File: src/rtl/mesh_packet_relay_table_assert.svh
// assertion macros for the packet relay table
`ifndef MESH_PACKET_RELAY_TABLE_ASSERT_SVH
`define MESH_PACKET_RELAY_TABLE_ASSERT_SVH
`ifndef SYNTH
`define MPRT_ASSERT_IMP(label, clk, rst, a, c) \
  label: assert property (@(posedge clk) disable iff (rst) (a) |-> (c)) \
    else $error("assertion failed");
`define MPRT_ASSERT_NEXT(label, clk, rst, a, c) \
  label: assert property (@(posedge clk) disable iff (rst) (a) |=> (c)) \
    else $error("assertion failed");
`else
`define MPRT_ASSERT_IMP(label, clk, rst, a, c)
`define MPRT_ASSERT_NEXT(label, clk, rst, a, c)
`endif
`endif

File: src/rtl/mprt_pkg.sv
// shared types and constants for the packet relay table
`default_nettype none
package mprt_pkg;
  localparam int PendingDepthDef = 16;
  localparam int AckDepthDef = 16;
  localparam int InboxDepthDef = 16;
  localparam int MaxResults = 16;

  typedef enum logic [1:0] {
    CMD_RECEIVE = 2'd0, CMD_SUBMIT = 2'd1, CMD_TX_ROUND = 2'd2, CMD_ACK_ROUND = 2'd3
  } cmd_t;

  localparam logic [1:0] TYPE_NORMAL = 2'd0;
  localparam logic [1:0] TYPE_ACK = 2'd1;
  localparam logic [1:0] TYPE_RETRY1 = 2'd2;
  localparam logic [1:0] TYPE_RETRY2 = 2'd3;

  localparam logic [3:0] ACT_DROPPED = 4'd0;
  localparam logic [3:0] ACT_DELIVERED = 4'd1;
  localparam logic [3:0] ACT_DUP_OURS = 4'd2;
  localparam logic [3:0] ACT_RELAY = 4'd3;
  localparam logic [3:0] ACT_DUP_RELAY = 4'd4;
  localparam logic [3:0] ACT_ACK = 4'd5;
  localparam logic [3:0] ACT_SUBMIT = 4'd6;
  localparam logic [3:0] ACT_TRANSMIT = 4'd7;
  localparam logic [3:0] ACT_NOTHING = 4'd8;
  localparam logic [3:0] ACT_FULL = 4'd9;

  localparam logic [1:0] REG_NODE_ID = 2'd0;

  typedef struct packed {
    logic [2:0] dest;
    logic [2:0] sender;
    logic [1:0] ptype;
    logic [7:0] id;
  } hdr_t;

  typedef struct packed {
    logic [3:0] action;
    logic       ack_matched;
    logic       ack_queue_full;
    hdr_t       tx;
    logic [3:0] slot;
    logic       last;
  } result_t;

  typedef enum logic [3:0] {
    ST_IDLE, ST_PEND_RD, ST_PEND_CHK, ST_ACK_RD, ST_ACK_CHK, ST_INBOX_RD, ST_INBOX_CHK,
    ST_DECIDE, ST_TX_RD, ST_TX_CHK, ST_AR_RD, ST_AR_CHK, ST_EMIT, ST_WAIT
  } state_t;
endpackage
`default_nettype wire

File: src/rtl/mesh_packet_relay_table.sv
// top level of the packet relay table engine
// usage: items arrive on valid/stall with command and header fields; results leave on
// out_valid/out_stall, one per receive or submit, one per sent entry for rounds
// (last marks the final one), a round with nothing to send gives one result.
// a dropped packet goes straight to the output; a receive walks a 16-entry table
// (by default) through the registered-read memory, a read state and a check state
// per slot; rounds walk likewise, holding each sent entry until the next is found.
// the next item is taken only after the last result of the current one is loaded into
// the output register; a held result waits there while the receiver stalls, and the
// engine waits with it before loading another.
// reset clears the valid bits, inbox fill and pointer, and node_id; table contents are
// left as they are. node_id is written over the apb port at address 0; the user must
// write it only while idle, which the block itself does not enforce.
`default_nettype none
module mesh_packet_relay_table
  import mprt_pkg::*;
#(
  parameter int PENDING_DEPTH = PendingDepthDef,
  parameter int ACK_DEPTH = AckDepthDef,
  parameter int INBOX_DEPTH = InboxDepthDef
) (
  input  wire logic       clk,
  input  wire logic       rst,
  input  wire logic       psel,
  input  wire logic       penable,
  input  wire logic       pwrite,
  input  wire logic [0:0] paddr,
  input  wire logic [31:0] pwdata,
  output logic [31:0]     prdata,
  output logic            pready,
  input  wire logic       in_valid,
  output logic            in_stall,
  input  wire logic [1:0] command,
  input  wire logic [2:0] dest,
  input  wire logic [2:0] sender,
  input  wire logic [1:0] pkt_type,
  input  wire logic [7:0] pkt_id,
  output logic            out_valid,
  input  wire logic       out_stall,
  output logic [3:0]      action,
  output logic            ack_matched,
  output logic            ack_queue_full,
  output logic [2:0]      tx_dest,
  output logic [2:0]      tx_sender,
  output logic [1:0]      tx_type,
  output logic [7:0]      tx_id,
  output logic [3:0]      slot,
  output logic            last
);
  import mprt_pkg::*;
  localparam int PW = $clog2(PENDING_DEPTH);
  localparam int AW = $clog2(ACK_DEPTH);
  localparam int IW = $clog2(INBOX_DEPTH);
  localparam int SW = (PW > AW) ? ((PW > IW) ? PW : IW) : ((AW > IW) ? AW : IW);

  logic [2:0] node_id;
  assign pready = 1'b1;
  assign prdata = {29'd0, node_id};
  always_ff @(posedge clk) begin
    if (rst) begin
      node_id <= 3'd0;
    end else if (psel && penable && pwrite && paddr == REG_NODE_ID[0:0]) begin
      node_id <= pwdata[2:0];
    end
  end

  // memories
  hdr_t pend_mem [PENDING_DEPTH];
  hdr_t ack_mem [ACK_DEPTH];
  logic [7:0] inbox_mem [INBOX_DEPTH];
  logic [PENDING_DEPTH-1:0] pend_v, pend_v_next;
  logic [ACK_DEPTH-1:0] ack_v, ack_v_next;
  logic [IW:0] inbox_fill, inbox_fill_next;
  logic [IW-1:0] inbox_wp, inbox_wp_next;
  hdr_t pend_rd, ack_rd;
  logic [7:0] inbox_rd;
  logic pend_we, ack_we, inbox_we;
  hdr_t pend_wd, ack_wd;
  logic [PW-1:0] pend_wa;
  logic [AW-1:0] ack_wa;

  state_t state, state_next;
  logic [SW:0] idx, idx_next;
  cmd_t cmd;
  hdr_t ih;
  logic matched, matched_next, found, found_next, afull, afull_next;
  logic [SW-1:0] fslot, fslot_next;
  logic [4:0] nsent, nsent_next;
  logic emit_last, emit_last_next;
  logic held, held_next;
  state_t ret, ret_next;
  result_t res, res_next;
  logic load, obusy;
  result_t odata;

  always_ff @(posedge clk) begin
    pend_rd <= pend_mem[idx[PW-1:0]];
    ack_rd <= ack_mem[idx[AW-1:0]];
    inbox_rd <= inbox_mem[idx[IW-1:0]];
    if (pend_we) pend_mem[pend_wa] <= pend_wd;
    if (ack_we) ack_mem[ack_wa] <= ack_wd;
    if (inbox_we) inbox_mem[inbox_wp] <= ih.id;
  end

  always_ff @(posedge clk) begin
    if (rst) begin
      state <= ST_IDLE;
      pend_v <= '0;
      ack_v <= '0;
      inbox_fill <= '0;
      inbox_wp <= '0;
    end else begin
      state <= state_next;
      pend_v <= pend_v_next;
      ack_v <= ack_v_next;
      inbox_fill <= inbox_fill_next;
      inbox_wp <= inbox_wp_next;
    end
  end
  always_ff @(posedge clk) begin
    if (state == ST_IDLE && in_valid) begin
      cmd <= cmd_t'(command);
      ih <= '{dest, sender, pkt_type, pkt_id};
    end
    idx <= idx_next;
    matched <= matched_next;
    found <= found_next;
    afull <= afull_next;
    fslot <= fslot_next;
    nsent <= nsent_next;
    emit_last <= emit_last_next;
    held <= held_next;
    ret <= ret_next;
    res <= res_next;
  end

  assign in_stall = (state != ST_IDLE);

  function automatic result_t mk(logic [3:0] a, logic m, logic f, logic [SW-1:0] s);
    result_t r;
    r = '0;
    r.action = a;
    r.ack_matched = m;
    r.ack_queue_full = f;
    r.slot = 4'(s);
    return r;
  endfunction

  always_comb begin
    state_next = state;
    idx_next = idx;
    matched_next = matched;
    found_next = found;
    afull_next = afull;
    fslot_next = fslot;
    nsent_next = nsent;
    emit_last_next = emit_last;
    held_next = held;
    ret_next = ret;
    res_next = res;
    pend_v_next = pend_v;
    ack_v_next = ack_v;
    inbox_fill_next = inbox_fill;
    inbox_wp_next = inbox_wp;
    pend_we = 1'b0;
    ack_we = 1'b0;
    inbox_we = 1'b0;
    pend_wd = ih;
    ack_wd = ih;
    pend_wa = fslot[PW-1:0];
    ack_wa = fslot[AW-1:0];
    load = 1'b0;
    unique case (state)
      ST_IDLE: begin
        idx_next = '0;
        matched_next = 1'b0;
        found_next = 1'b0;
        afull_next = 1'b0;
        nsent_next = '0;
        held_next = 1'b0;
        if (in_valid) begin
          unique case (cmd_t'(command))
            CMD_RECEIVE: begin
              if (sender == node_id || dest > 3'd3 || pkt_type == TYPE_RETRY1) begin
                res_next = mk(ACT_DROPPED, 1'b0, 1'b0, '0);
                emit_last_next = 1'b1;
                ret_next = ST_IDLE;
                state_next = ST_EMIT;
              end else if (dest == node_id && pkt_type != TYPE_ACK) begin
                state_next = ST_INBOX_RD;
              end else begin
                state_next = ST_PEND_RD;
              end
            end
            CMD_SUBMIT: state_next = ST_DECIDE;
            CMD_TX_ROUND: state_next = ST_TX_RD;
            CMD_ACK_ROUND: state_next = ST_AR_RD;
            default: state_next = ST_IDLE;
          endcase
        end
      end
      // search pending: acks find header match, relays find id match
      ST_PEND_RD: state_next = ST_PEND_CHK;
      ST_PEND_CHK: begin
        if (pend_v[idx[PW-1:0]] && pend_rd.id == ih.id && (ih.ptype != TYPE_ACK ||
            (pend_rd.dest == ih.sender && pend_rd.sender == ih.dest))) begin
          found_next = 1'b1;
          fslot_next = SW'(idx[PW-1:0]);
          state_next = ST_DECIDE;
        end else if (idx == (SW+1)'(PENDING_DEPTH - 1)) begin
          state_next = ST_DECIDE;
        end else begin
          idx_next = idx + 1'b1;
          state_next = ST_PEND_RD;
        end
      end
      ST_INBOX_RD: state_next = ST_INBOX_CHK;
      ST_INBOX_CHK: begin
        if (idx < (SW+1)'(inbox_fill) && inbox_rd == ih.id) begin
          found_next = 1'b1;
          fslot_next = SW'(idx[IW-1:0]);
          state_next = ST_DECIDE;
        end else if (idx == (SW+1)'(INBOX_DEPTH - 1)) begin
          state_next = ST_DECIDE;
        end else begin
          idx_next = idx + 1'b1;
          state_next = ST_INBOX_RD;
        end
      end
      ST_DECIDE: begin
        emit_last_next = 1'b1;
        ret_next = ST_IDLE;
        state_next = ST_EMIT;
        if (cmd == CMD_SUBMIT || (ih.ptype != TYPE_ACK && ih.dest != node_id)) begin
          if (cmd == CMD_RECEIVE && found) begin
            res_next = mk(ACT_DUP_RELAY, 1'b0, 1'b0, fslot);
          end else if (&pend_v) begin
            res_next = mk(ACT_FULL, 1'b0, 1'b0, '0);
          end else begin
            for (int i = PENDING_DEPTH - 1; i >= 0; i--) begin
              if (!pend_v[i]) fslot_next = SW'(i);
            end
            state_next = ST_ACK_CHK;
            ret_next = ST_PEND_CHK;
          end
        end else begin
          if (ih.ptype == TYPE_ACK) begin
            if (found) pend_v_next[fslot[PW-1:0]] = 1'b0;
            matched_next = found;
          end else if (!found) begin
            inbox_we = 1'b1;
            fslot_next = SW'(inbox_wp);
            inbox_wp_next = IW'((IW+1)'(inbox_wp) + 1'b1 == (IW+1)'(INBOX_DEPTH) ? 0
                            : inbox_wp + 1'b1);
            if (inbox_fill != (IW+1)'(INBOX_DEPTH)) inbox_fill_next = inbox_fill + 1'b1;
          end
          state_next = ST_ACK_RD;
        end
      end
      // write stage: pending enqueue (the ack enqueue is done in ST_ACK_RD)
      ST_ACK_CHK: begin
        pend_we = 1'b1;
        pend_v_next[fslot[PW-1:0]] = 1'b1;
        res_next = mk((cmd == CMD_SUBMIT) ? ACT_SUBMIT : ACT_RELAY, 1'b0, 1'b0, fslot);
        state_next = ST_EMIT;
        ret_next = ST_IDLE;
      end
      ST_ACK_RD: begin
        logic [SW-1:0] fr;
        logic q;
        fr = '0;
        q = (ih.ptype != TYPE_ACK) || (ih.dest != node_id);
        for (int i = ACK_DEPTH - 1; i >= 0; i--) begin
          if (!ack_v[i]) fr = SW'(i);
        end
        if (ih.ptype == TYPE_ACK) ack_wd = ih;
        else ack_wd = '{ih.sender, node_id, TYPE_ACK, ih.id};
        ack_wa = fr[AW-1:0];
        if (q && !(&ack_v)) begin
          ack_v_next[fr[AW-1:0]] = 1'b1;
          ack_we = 1'b1;
        end
        fslot_next = fr;
        if (ih.ptype == TYPE_ACK) begin
          res_next = mk(ACT_ACK, matched, q && (&ack_v),
                        (q && !(&ack_v)) ? fr : '0);
        end else begin
          res_next = mk(found ? ACT_DUP_OURS : ACT_DELIVERED, 1'b0, &ack_v, fslot);
        end
        state_next = ST_EMIT;
        ret_next = ST_IDLE;
      end
      ST_TX_RD: state_next = ST_TX_CHK;
      ST_TX_CHK: begin
        logic lastslot;
        lastslot = (idx == (SW+1)'(PENDING_DEPTH - 1)) || (nsent == 5'(MaxResults - 1));
        if (pend_v[idx[PW-1:0]] && pend_rd.ptype != TYPE_ACK) begin
          if (held) begin
            // send the held transfer first, then revisit this slot
            held_next = 1'b0;
            emit_last_next = 1'b0;
            ret_next = ST_TX_RD;
            state_next = ST_EMIT;
          end else begin
            res_next = mk(ACT_TRANSMIT, 1'b0, 1'b0, SW'(idx[PW-1:0]));
            res_next.tx = pend_rd;
            pend_wd = pend_rd;
            pend_wa = idx[PW-1:0];
            unique case (pend_rd.ptype)
              TYPE_NORMAL: begin
                pend_wd.ptype = TYPE_RETRY1;
                pend_we = 1'b1;
              end
              TYPE_RETRY1: begin
                res_next.tx.ptype = TYPE_NORMAL;
                pend_wd.ptype = TYPE_RETRY2;
                pend_we = 1'b1;
              end
              default: pend_v_next[idx[PW-1:0]] = 1'b0;
            endcase
            nsent_next = nsent + 1'b1;
            idx_next = idx + 1'b1;
            if (lastslot) begin
              emit_last_next = 1'b1;
              ret_next = ST_IDLE;
              state_next = ST_EMIT;
            end else begin
              held_next = 1'b1;
              state_next = ST_TX_RD;
            end
          end
        end else begin
          if (pend_v[idx[PW-1:0]]) pend_v_next[idx[PW-1:0]] = 1'b0;
          idx_next = idx + 1'b1;
          if (idx == (SW+1)'(PENDING_DEPTH - 1)) state_next = ST_WAIT;
          else state_next = ST_TX_RD;
        end
      end
      ST_AR_RD: state_next = ST_AR_CHK;
      ST_AR_CHK: begin
        logic lastslot;
        lastslot = (idx == (SW+1)'(ACK_DEPTH - 1)) || (nsent == 5'(MaxResults - 1));
        if (ack_v[idx[AW-1:0]]) begin
          if (held) begin
            held_next = 1'b0;
            emit_last_next = 1'b0;
            ret_next = ST_AR_RD;
            state_next = ST_EMIT;
          end else begin
            res_next = mk(ACT_TRANSMIT, 1'b0, 1'b0, SW'(idx[AW-1:0]));
            res_next.tx = ack_rd;
            ack_v_next[idx[AW-1:0]] = 1'b0;
            nsent_next = nsent + 1'b1;
            idx_next = idx + 1'b1;
            if (lastslot) begin
              emit_last_next = 1'b1;
              ret_next = ST_IDLE;
              state_next = ST_EMIT;
            end else begin
              held_next = 1'b1;
              state_next = ST_AR_RD;
            end
          end
        end else begin
          idx_next = idx + 1'b1;
          if (idx == (SW+1)'(ACK_DEPTH - 1)) state_next = ST_WAIT;
          else state_next = ST_AR_RD;
        end
      end
      // end of a walk: send the held entry as last, or report an empty round
      ST_WAIT: begin
        ret_next = ST_IDLE;
        emit_last_next = 1'b1;
        if (held) begin
          held_next = 1'b0;
          state_next = ST_EMIT;
        end else if (nsent == '0) begin
          res_next = mk(ACT_NOTHING, 1'b0, 1'b0, '0);
          state_next = ST_EMIT;
        end else begin
          state_next = ST_IDLE;
        end
      end
      ST_EMIT: begin
        if (!obusy) begin
          load = 1'b1;
          state_next = ret;
        end
      end
      default: state_next = ST_IDLE;
    endcase
  end

  // last flag travels beside the result until it is loaded
  result_t lres;
  always_comb begin
    lres = res;
    lres.last = emit_last;
  end

  mprt_out_reg u_out (
    .clk(clk), .rst(rst), .load(load), .din(lres), .busy(obusy),
    .valid(out_valid), .stall(out_stall), .dout(odata)
  );
  assign action = odata.action;
  assign ack_matched = odata.ack_matched;
  assign ack_queue_full = odata.ack_queue_full;
  assign tx_dest = odata.tx.dest;
  assign tx_sender = odata.tx.sender;
  assign tx_type = odata.tx.ptype;
  assign tx_id = odata.tx.id;
  assign slot = odata.slot;
  assign last = odata.last;

  `include "mesh_packet_relay_table_assert.svh"
  `MPRT_ASSERT_IMP(a_load_in_emit, clk, rst, load, state == ST_EMIT)
  `MPRT_ASSERT_IMP(a_fill_bound, clk, rst, 1'b1, inbox_fill <= (IW+1)'(INBOX_DEPTH))
  `MPRT_ASSERT_NEXT(a_idle_after_last, clk, rst, load && lres.last, state == ST_IDLE)
endmodule
`default_nettype wire

File: src/rtl/mprt_out_reg.sv
// output register for result transfers
`default_nettype none
module mprt_out_reg (
  input  wire logic              clk,
  input  wire logic              rst,
  input  wire logic              load,
  input  wire mprt_pkg::result_t din,
  output logic                   busy,
  output logic                   valid,
  input  wire logic              stall,
  output mprt_pkg::result_t      dout
);
  import mprt_pkg::*;
  always_ff @(posedge clk) begin
    if (rst) begin
      valid <= 1'b0;
    end else if (load) begin
      valid <= 1'b1;
    end else if (!stall) begin
      valid <= 1'b0;
    end
  end
  always_ff @(posedge clk) begin
    if (load) begin
      dout <= din;
    end
  end
  assign busy = valid && stall;
endmodule
`default_nettype wire
File: config.mk
export PLATFORM = sky130hd
export DESIGN_NAME = mesh_packet_relay_table
export DESIGN_NICKNAME = d
export VERILOG_FILES = /design/src/rtl/mprt_pkg.sv /design/src/rtl/mesh_packet_relay_table.sv /design/src/rtl/mprt_out_reg.sv
export VERILOG_INCLUDE_DIRS = /design/src /design/src/rtl
export SDC_FILE = /design/constraint.sdc
export NUM_CORES = 1
export LEC_CHECK = 0
export BUFFER_PORTS_ARGS = -buffer_cell sky130_fd_sc_hd__clkbuf_2
export CAP_MARGIN = 20
export CORE_ASPECT_RATIO = 0.75
export CORE_MARGIN = 3
export CORE_UTILIZATION = 45
export DETAILED_ROUTE_END_ITERATION = 16
export REMOVE_ABC_BUFFERS = 1
export SLEW_MARGIN = 20
export SYNTH_ARGS = -nofsm -noshare
export SYNTH_HDL_FRONTEND = slang
export SYNTH_HIERARCHICAL = 1
export SYNTH_SLANG_ARGS = --single-unit
File: constraint.sdc
create_clock -name clk -period 6.6 [get_ports clk]
set_clock_uncertainty 0.15 [all_clocks]
set_input_delay 0.33 -clock clk [delete_from_list [all_inputs] [get_ports clk]]
set_output_delay 0.33 -clock clk [all_outputs]
set_load 0.01 [all_outputs]
==> results.md, run 1 <==
Outcome:
- The run finished with clean final reports.

Floorplan:
- The area of the die is 78000 um^2.
- The placeable core area is 73700 um^2.
- The initial standard-cell utilization of the core is 0.456.
- The floorplan step set the die height to 243 um.
- The floorplan has 86 rows.
- The number of top-level pins is 120.
- The horizontal extent of the die is 321 um.

Drt:
- The first-pass iteration count of the detailed router is 6.
- The detailed-route DRC error count is 0.
- Summed over all layers, the routed wires come to 83300 um.
- The overall via count from detail_route is 18300.
- The antenna violation net count after detailed routing is 0.
- For this block, the initial DRC count from the detailed router was 2273.
- After detailed routing, the average wire length per cell comes to 27.5 um.
- Dividing the detail-routed via count by the number of cells gives 6.05.

Timing:
- Of the available clock period, the critical path in the final layout requires 0.686.
- Setup repair after global routing left no endpoint under its margin.
- At the pin with the least slew margin, the transition time is 1.11 ns.
- For this run, the top clock speed supported by timing is 0.221 GHz.
- In this run the tightest slew margin relative to its limit is 0.260.
- The minimum clock period is 4.53 ns.
- The number of failing hold endpoints at the final stage is 0.
- Setup slack on the critical path of the routed design comes to 2.07 ns.
- The final number of max-transition violations is 0.
- Setup violations remaining at the end of the flow were counted as 0.

Cells and area:
- The number of nets in the finished design is 2077.
- The proportion of layout cells with a drive suffix above 1 is 0.253.
- Compared with the post-synthesis result, the final layout area differs by 13.3%.

Synthesis:
- The async set-or-reset flop fraction in the synthesized netlist is 0.
- The synthesized instance count is 1872.
- The Yosys step of the flow raised 6 warnings.
- After synthesis, the mean cell area works out to 17.9 um^2.
- By instance count, the leading cell after synthesis is edfxtp_1.
- The number of enable-type register cells in the synthesized netlist is 733.
- Of all cell types, the one taking the most synthesized area is edfxtp_1.
- Among all flip-flop cells after synthesis, the most frequent one is edfxtp_1.
- The total of flip-flops plus latches after synthesis is 822.
- The distinct cell type count after synthesis is 85.
- The post-synthesis sequential area ratio is 0.708.
- The commonest cells after synthesis are 733 x edfxtp_1, 202 x mux4_2, 107 x nor2_1, 89 x dfxtp_1, 68 x nand2_1.
- After synthesis, the cell types taking the most area are edfxtp_1 66%, mux4_2 14%, dfxtp_1 5.3%, nor2_1 1.2%, mux2_2 0.77%.
- After synthesis the cells add up to 33600 um^2.
- The top-area cell type share of the netlist area is 0.655.

Worst setup path:
- Measured in cells, the most critical reg-to-reg path has a length of 8.
- The terminus of the critical flop-to-flop path is state[2].
- Along the worst path, the maximum fanout reaches 70.
- At the worst endpoint, the arrival time is 4.95 ns.
- STA puts the critical path data required time at 7.02 ns.
- The reg-to-reg critical path startpoint is idx[1].
- The worst setup path is launched from a register.
- The slack of the worst reg-to-reg path is 2.07 ns.
- The kind of critical path is reg2reg.
- The worst setup path is captured at a register.

Clocking:
- Post-CTS repair changed the size of 0 cells.
- The clock slew seen by the registers of the worst setup and hold paths is 0.06 ns.
- The clock drives 822 sinks.
- The CTS root buffer is clkbuf_16.
- The buffer count from post-CTS setup fixing is 0.
- The H-tree depth reported by CTS is 3.
- Clock latency on the worst-skew pair, taken at its later pin, is 0.64 ns.
- The maximum number of buffers from clock root to sink is 3.
- The clock tree from TritonCTS is built.
- The number of buffers added by the clock tree synthesis step is 77.

Place:
- The worst setup timing slack at the placement stage is 2.07 ns.
- Buffers placed on the I/O ports in this run total 60.
- The half-perimeter wire length after detailed placement is 51200 um.
- The final weighted congestion in routability-driven placement is 0.953.

GRT:
- The number of global-route vias before repair is 17900.
- The global-route wire length before repair is 122000 um.
- The combined global-route utilization of all metal layers is 0.214.
- The initial antenna violation count is 0.
- The total grt overflow is 0.
- Entering global routing, the biggest net connects 122 pins.

Hold path:
- In this run the most critical hold path is launched from penable.
- The class of the worst hold path is in2reg.
- Along the worst hold path, the cell count comes to 4.
- The path with the worst hold slack has its endpoint at node_id[2].

Power and ir drop:
- Across the VDD grid, the largest voltage drop is 0.253 mV.
- The cell area power density is 394 nW/um^2.
- The leakage dissipation is 12.2 nW.
- The overall power of the completed layout is 15.0 mW.

Job:
- The max-capacitance violation count is 0.
==> cell type report <==
type / instances / area [um^2]
inverter: 37 / 139
tap: 968 / 1210
antenna: 1 / 2.50
clock buffer: 96 / 2080
clock inverter: 45 / 427
fill: 5854 / 35700
sequential: 822 / 23800
timing repair buffer: 145 / 1050
multi-input combinational: 918 / 9350
==> registers in the layout, summed over array words and instances (netlist names), 5 cells and up <==
register    count
ack_mem       256
ack_rd         16
ack_v          16
idx             5
ih             16
inbox_fill      5
inbox_mem     128
inbox_rd        8
lres           26
nsent           5
pend_mem      256
pend_rd        16
pend_v         16
u_out/dout     27
==> what timing repair did <==
action | CTS | global route
hold buffers | 25 | 0
endpoints found under the hold margin | 24 | 0
setup endpoints to repair | 0 | 0
==> routing by layer <==
| layer | GRT usage | vias up | share of wire |
|---|---|---|---|
| met5 | 0 | - | 0 |
| met4 | 0.0542 | 0 | 0.022 |
| met3 | 0.0366 | 142 | 0.070 |
| met2 | 0.311 | 769 | 0.44 |
| met1 | 0.335 | 9618 | 0.46 |
| li1 | - | 7815 | - |
==> cell usage in the layout (no fill, tap or decap), drive strengths merged, types with 7 or more instances in the layout <==
master	count
o211ai	7
mux4	202
xor2	27
o21ai	25
a22o	16
buf	60
a21oi	43
nor4	11
xnor2	15
dlygate4sd3	25
o31ai	10
nand2	69
clkbuf	156
inv	36
a31oi	21
nor3	34
edfxtp	733
nor2	107
ha	18
or3	11
conb	30
a211oi	17
dfxtp	89
nand2b	13
nand4	14
mux2	23
and3	14
nand3	31
nor2b	19
a22oi	7
clkinv	38
bufinv	7
mux2i	22
==> cells by family after synthesis <==
logic type / share of synthesized area
mux: 0.150
xor+xnor: 0.0110
compound gates: 0.0496
simple gates: 0.0519
fa+ha+maj: 0.00671
other cells: 0.000224
buf+inv: 0.0225
flops: 0.708
==> worst max-delay path by stage <==
stage,cells after the start,to,slack (ns),startpoint
floorplan,5,lres[10],-4.71,idx[0]
global placement,6,lres[10],2.16,idx[1]
detailed placement,8,state[2],2.07,idx[1]
CTS,8,state[2],2.05,idx[1]
global route,8,state[2],1.76,idx[1]
finish,8,state[2],2.07,idx[1]
==> worst max-delay path, stage by stage, from the launching register on <==
cell and delay, ns:
edfxtp_1 0.96, buf_4 0.91, ha_1 0.60, and3_1 0.27
ha_1 0.42, nor3_1 0.17, a2111oi_0 0.62, a2111o_1 0.20
o21a_1 0.11
==> where the power goes <==
part           leakage (nW)  switching (mW)  internal (mW)  total (mW)
Combinational          3.56            2.10           1.62        3.72
Sequential             7.37           0.433           6.41        6.84
Clock                  1.25            1.91           2.52        4.43
Total                  12.2            4.45           10.6        15.0
==> stage by stage <==
stage	TNS [ns]	cells	util	hold slack, ns	area (um^2)
after floorplan	-2020.74	1777	-	0.250	33100
after global placement	0	2864	0.478	0.250	35200
after detailed placement	0	2864	0.478	0.255	35200
after CTS	0	3030	0.515	0.0201	38000
after global routing	0	3031	0.516	0.0660	38000
final	0	3032	0.516	0.0660	38000
No activity file was read; power rests on OpenSTA's default activity.
==> run 2, diff against run 1 <==
==> constraint.sdc (replaced) <==
create_clock -name clk -period 4.1 [get_ports clk]
set_clock_uncertainty 0.15 [all_clocks]
set_input_delay 0.205 -clock clk [delete_from_list [all_inputs] [get_ports clk]]
set_output_delay 0.205 -clock clk [all_outputs]
set_load 0.01 [all_outputs]
==> run 2 against run 1 <==
- register-to-register slack worse by 1.7 ns
- power up 61%
- critical path depth down 1
- sequential share of layout area down 0.48 points
- via count up 1.7%
- core utilization up 0.40 points
- flip-flop and latch count unchanged
- largest power group unchanged
- cell count up 1.7%
- count of clock-buffer cells in the layout up 6
- clock power up 58%
==> results.md, run 2 (synthesis results as in run 1) <==
Drt:
- The starting DRC count in detailed routing is 2476.
- After detailed routing, no signal wire sits above met4.
- In the routed layout, each cell is associated on average with a via count of 6.05.
- The overall via count from detail_route is 18700.
- The detailed-routed wire length on met2 is 38600 um.
- The first detailed-routing pass took 6 iterations.
- In this run the remaining antenna-violating nets after routing total 0.
- The final wirelength is 86300 um.
- In the routed design, unresolved DRC markers number 0.
- The routed length on met3 is 7190 um.
- The final routed wire length divided by cell count is 28.0 um.
- The wire length on met1 is 38700 um.

Cells and area:
- Once layout is complete, the utilization of the core stands at 0.520.
- The area growth from synthesis to layout is 14.2%.
- The number of nets in the finished design is 2132.
- 0 antenna diodes ended up in the layout.
- Of the cells placed in the final design, the portion with a size suffix greater than 1 is 0.264.
- Leaving out fill and tap cells, the most frequent cell in the layout is edfxtp_1.
- The design area is 38300 um^2.
- The top cell types in the final layout, fill and taps aside, are 733 x edfxtp_1, 202 x mux4_2, 109 x buf_4, 89 x dfxtp_1, 83 x nor2_1.
- Excluding fillers, the count of instances in the completed layout stands at 3085.
- The largest registers in the layout are ack_mem: 256 flops, pend_mem: 256 flops, inbox_mem: 128 flops.

GRT:
- The combined global-route utilization of all metal layers is 0.222.
- The total overflow left after global routing is 0.
- The initial antenna violation count came to 2.
- The global-route wire length before repair is 127000 um.
- The number of global-route vias before repair is 18700.
- The pin count of the biggest net entering global routing is 92.

Worst setup path:
- The largest single stage delay on the critical path is 0.71 ns.
- Counting both buffers and inverters, the worst setup path holds a total of 1.
- The kind of capture point of the worst setup path is a register.
- Grouping stages by cell kind, the critical path spends the most delay in simple AND/OR/NAND/NOR gates.
- The critical path data required time is 4.28 ns.
- The largest fanout on the critical path is 11.
- The critical path is of the reg2reg type.
- The sort of element at the start of the critical path is a register.
- Data arrives at the worst endpoint at 3.94 ns.
- The slowest stage of the critical path is the nor3_2 cell.
- The signal on the critical path passes through mux2_2 -> o2bb2ai_1 -> or4_1 -> a21boi_1 -> or2_2 -> nor3_2 -> buf_4.

Floorplan:
- For this configuration, the core starts out at a cell density of 0.456.
- The die span in y is 243 um.
- The placeable core area is 73700 um^2.
- 120 I/O pins were placed.
- From left edge to right edge, the die measures 321 um.
- The area of the die is 78000 um^2.
- After floorplanning, the core was divided into 86 placement rows.

Clocking:
- The clock latency on the worst-skew pair is 0.63 ns.
- The H-tree depth reported by CTS is 3.
- Clock tree synthesis inserted a total of 76 buffers.
- In this run the clock root is driven by a clkbuf_16.
- TritonCTS built the clock tree.
- The total of cells resized after clock tree synthesis is 0.
- The maximum number of buffers from clock root to sink is 3.
- The clock slew seen by the registers of the worst setup and hold paths is 0.07 ns.
- For this design, the sink count on the clock tree is 822.

Place:
- The total placed cells including tap cells is 2918.
- Buffers placed on the I/O ports in this run total 60.
- Routability-driven placement finished with a final weighted congestion of 0.952.
- Summing all placed instances gives a cell area of 35600 um^2.
- The worst setup timing slack at the placement stage is 0.177 ns.
- The half-perimeter wire length after detailed placement is 53500 um.

Power and ir drop:
- The overall power of the completed layout is 24.1 mW.
- The worst-case IR drop observed on VDD is 0.440 mV.
- Summed over all cells, the static leakage comes to 12.4 nW.
- The cell area power density is 629 nW/um^2.

Timing:
- At the pin with the least slew margin, the transition time is 1.14 ns.
- The number of failing hold endpoints at the final stage is 0.
- Setup violations remaining at the end of the flow were counted as 0.
- For this run, the top clock speed supported by timing is 0.266 GHz.
- The final number of max-transition violations was 0.
- The final cycle utilization of the critical path is 0.918.
- Summed over all failing endpoints, the final setup total negative slack is 0 ns.
- The worst setup margin is 0.337 ns.
- Setup repair after global routing left no endpoint under its margin.
- The minimum clock period is 3.76 ns.
- Across all hold checks on the routed design, the worst slack comes to 0.148 ns.
- The worst slew margin relative to its limit is 0.241.

Outcome:
- The run finished with clean final reports.

Job:
- The max-capacitance violation count is 0.

Hold path:
- The worst hold path belongs to the class in2reg.
-- run 2: final cells by class --
type,instances,area (um^2)
Fill cell,5901,35400
Sequential cell,822,23800
Inverter,37,139
Clock buffer,102,2070
Tap cell,968,1210
Multi-Input combinational cell,918,9290
Clock inverter,37,354
Timing Repair Buffer,201,1480
-- run 2: path summary, 6_finish.rpt --
kind	end	depth (start not counted)	slack, ns	startpoint
worst max-delay path	pend_mem[0][12]	7	0.34	idx[0]
worst min-delay path	ih[0]	2	0.15	pkt_id[0]
worst max register to register	pend_mem[0][12]	7	0.34	idx[0]
worst min register to register	u_out/dout[20]	0	0.27	lres[20]
-- run 2: routing by layer --
| metal | vias to the layer above | global-route usage |
|---|---|---|
| met2 | 784 | 0.328 |
| li1 | 7926 | - |
| met4 | 0 | 0.0515 |
| met3 | 115 | 0.0502 |
| met5 | - | 0 |
| met1 | 9839 | 0.338 |
-- run 2: repair_timing --
| action | CTS | global route |
|---|---|---|
| setup buffers | 0 | 0 |
| endpoints found under the hold margin | 35 | 0 |
| hold buffers | 28 | 0 |
-- run 2: power breakdown --
part,internal [mW],total [mW],switching [mW]
Combinational,2.65,6.22,3.56
Sequential,10.3,10.9,0.584
Clock,3.85,6.99,3.14
Total,16.8,24.1,7.29
-- run 2: worst register-to-register path: cells and delay by family (launching register included) --
family	cells	cell delay, ns
DFF	1	0.66
muxes	1	0.42
and+or+nand+nor	3	1.36
buffers and inverters	1	0.35
AOI/OAI and AO/OA	2	0.51
==> run 3, diff against run 2 <==
--- a/config.mk
+++ b/config.mk
@@ -12,6 +12,7 @@
 export CORE_MARGIN = 3
 export CORE_UTILIZATION = 45
 export DETAILED_ROUTE_END_ITERATION = 16
+export RECOVER_POWER = 100
 export REMOVE_ABC_BUFFERS = 1
 export SLEW_MARGIN = 20
 export SYNTH_ARGS = -nofsm -noshare
==> run 3 against run 2 <==
- hold slack about the same
- first-iteration DRC count decreased by 2.0%
- largest cell class unchanged
- the flow now finishes with violations (max-capacitance violations, max-slew violations)
- wire length about the same
- cell area decreased by 0.87%
- fmax decreased by 4.3%
- clock power about the same
==> results.md, run 3 (synthesis results as in run 1) <==
Floorplan:
- 120 I/O pins were placed.
- The initial standard-cell utilization of the core is 0.456.
- The area of the die is 78000 um^2.
- The horizontal extent of the die is 321 um.
- The die span in y is 243 um.
- The floorplan has 86 rows.
- The core region is 73700 um^2.

GRT:
- The met2 track demand over resource in global routing is 0.328.
- The combined global-route utilization of all metal layers is 0.222.
- The global routing usage on met3 is 0.0502.
- The number of global-route vias before repair is 18700.
- In this run the most used layer during global routing was met1.
- Entering global routing, the biggest net connects 92 pins.
- The total grt overflow is 0.
- The initial antenna violation count came to 2.
- In the global route stage, met1 resource usage came out at 0.338.
- The global-route wire length before repair is 127000 um.

Place:
- The congestion estimate from routability-driven global placement came to 0.952.
- Before CTS, the worst setup slack after placement is 0.177 ns.
- The port buffer count is 60.
- After legalization and detailed placement, the total HPWL measured 53500 um.
- The number of placed instances, taps included, is 2918.

Worst setup path:
- Along the worst path, the maximum fanout reaches 17.
- The worst setup path is launched from a register.
- The critical path starts at idx[0].
- For the worst setup path, the data required time is 4.25 ns.
- In this run the critical register-to-register path is launched from idx[0].
- The kind of critical path is reg2reg.
- The critical path goes through mux2_1 -> o2bb2ai_1 -> or4_1 -> nand2_1 -> clkbuf_2 -> mux2_2 -> nor3_1 -> clkbuf_2.
- The worst reg-to-reg path cell count is 8.
- The kind of capture point of the worst setup path is a register.
- The data arrival at the endpoint of the critical path is 4.08 ns.
- The setup check on the worst reg-to-reg path leaves a slack of 0.17 ns.
- The largest single stage delay on the critical path is 0.62 ns.
- The critical path's most frequent cell is clkbuf_2.
- The terminus of the critical flop-to-flop path is pend_mem[3][3].
- The largest individual stage delay along the critical path comes from the cell or4_1.

Cells and area:
- The number of fill cells is 5999.
- The proportion of layout cells with a drive suffix above 1 is 0.214.
- In the layout the commonest cells are 733 x edfxtp_1, 202 x mux4_2, 89 x dfxtp_1, 88 x clkbuf_1, 85 x nor2_1.
- The largest registers in the layout are ack_mem: 256 flops, pend_mem: 256 flops, inbox_mem: 128 flops.
- The area added between synthesis and finish is 13.2%.
- The number of inserted diodes is 0.
- The number of nets in the finished design is 2132.
- Leaving out fill and tap cells, the most frequent cell in the layout is edfxtp_1.
- Measured on the finished design, the core utilization comes to 0.516.
- The final cell count without fillers is 3085.

Drt:
- Dividing the detail-routed wire length by the instance count gives 27.9 um.
- For this run, design rule violations remaining after detail routing come to 0.
- The first TritonRoute pass finished after 5 iterations.
- The overall via count from detail_route is 18600.
- The number of vias per cell is 6.03.
- The detailed router finished its first iteration with 2427 violations.
- The antenna violation net count after detailed routing is 0.
- The final layout contains routed wiring with a total length of 86200 um.

Outcome:
- The checks that failed: max-capacitance violations, max-slew violations.
- The flow ran to the end, but the final reports show violations.

Power and ir drop:
- The worst-case IR drop observed on VDD is 0.409 mV.
- The cell area power density is 632 nW/um^2.
- Summed over all cells, the static leakage comes to 12.1 nW.
- The overall power of the completed layout is 24.0 mW.

Timing:
- Setup repair after global routing left no endpoint under its margin.
- The setup violation total in the final timing report is 0.
- Based on the critical path, the design can be clocked at up to 0.254 GHz.
- On the final layout, the worst hold slack is 0.148 ns.
- Of the available clock period, the critical path in the final layout requires 0.959.
- The worst path in the final design needs a cycle of 3.93 ns, including I/O delays and setup.
- The number of failing hold endpoints at the final stage came to 0.
- The worst slew margin relative to its limit is -0.223.
- At the pin with the least slew margin, the transition time is 1.84 ns.
- Once routing completed, OpenROAD measured the worst setup slack at 0.169 ns.
- The final number of max-transition violations is 244.

Job:
- The max-capacitance violation count is 7.

Hold path:
- The number of cells on the worst hold path is 2.
- In this run the most critical hold path is launched from pkt_id[0].
- The path with the worst hold slack has its endpoint at ih[0].
- The class of the worst hold path is in2reg.

Clocking:
- The later pin in the worst-skew pair is clocked with a latency of 0.63 ns.
- Clock-pin slew was measured on the worst setup and hold paths at 0.07 ns.
- TritonCTS created 76 clock buffers.
- The tree is rooted in a clkbuf_16.
- The total of cells resized after clock tree synthesis is 0.
- The H-tree depth reported by CTS is 3.
- The maximum number of buffers from clock root to sink is 3.
- Counting every sink on the clock net gives 822.
- The clock tree from TritonCTS is built.
[run 3: per-layer routing]
metal | up-vias | share of wire
li1 | 7925 | -
met1 | 9764 | 0.45
met2 | 803 | 0.45
met3 | 118 | 0.085
met4 | 0 | 0.020
met5 | - | 0
[run 3: worst max-delay path by stage]
stage / end / depth (start not counted) / slack (ns)
final: pend_mem[3][3] / 8 / 0.17
after global routing: inbox_mem[3][6] / 8 / 0.09
after CTS: pend_mem[4][11] / 6 / 0.13
after detailed placement: pend_mem[4][5] / 6 / 0.18
after global placement: pend_mem[4][14] / 6 / 0.21
after floorplan: lres[10] / 5 / -7.21
[run 3: repair_timing]
item,4_1_cts,5_1_grt
hold buffers,28,0
setup buffers,0,0
endpoints found under the hold margin,35,0
[run 3: cell type report]
type	instances	area, um^2	area share
clock buffers	102	2070	0.0545
clock inverters	37	354	0.00932
inverters	37	139	0.00365
multi-input cells	918	9210	0.242
flip-flops and latches	822	23800	0.626
well taps	968	1210	0.0319
repair buffers	201	1230	0.0325
[run 3: stage by stage]
stage,area (um^2),setup TNS [ns]
2_1_floorplan,33100,-3652.16
4_1_cts,38300,0
5_1_grt,38000,0
3_3_place_gp,35600,0
6_report,38000,0
3_5_place_dp,35600,0
[run 3: power breakdown]
group	internal [mW]	total, mW	switching, mW
Clock	3.85	6.98	3.13
Combinational	2.57	6.11	3.54
Sequential	10.3	10.9	0.586
[run 3: critical path, delay by kind of cell, from the launching register on]
| kind | cells | cell delay [ns] |
|---|---|---|
| flip-flops | 1 | 0.61 |
| buffers and inverters | 2 | 0.88 |
| AO/OA/AOI/OAI | 1 | 0.17 |
| AND/OR/NAND/NOR | 3 | 1.00 |
| multiplexers | 2 | 0.81 |
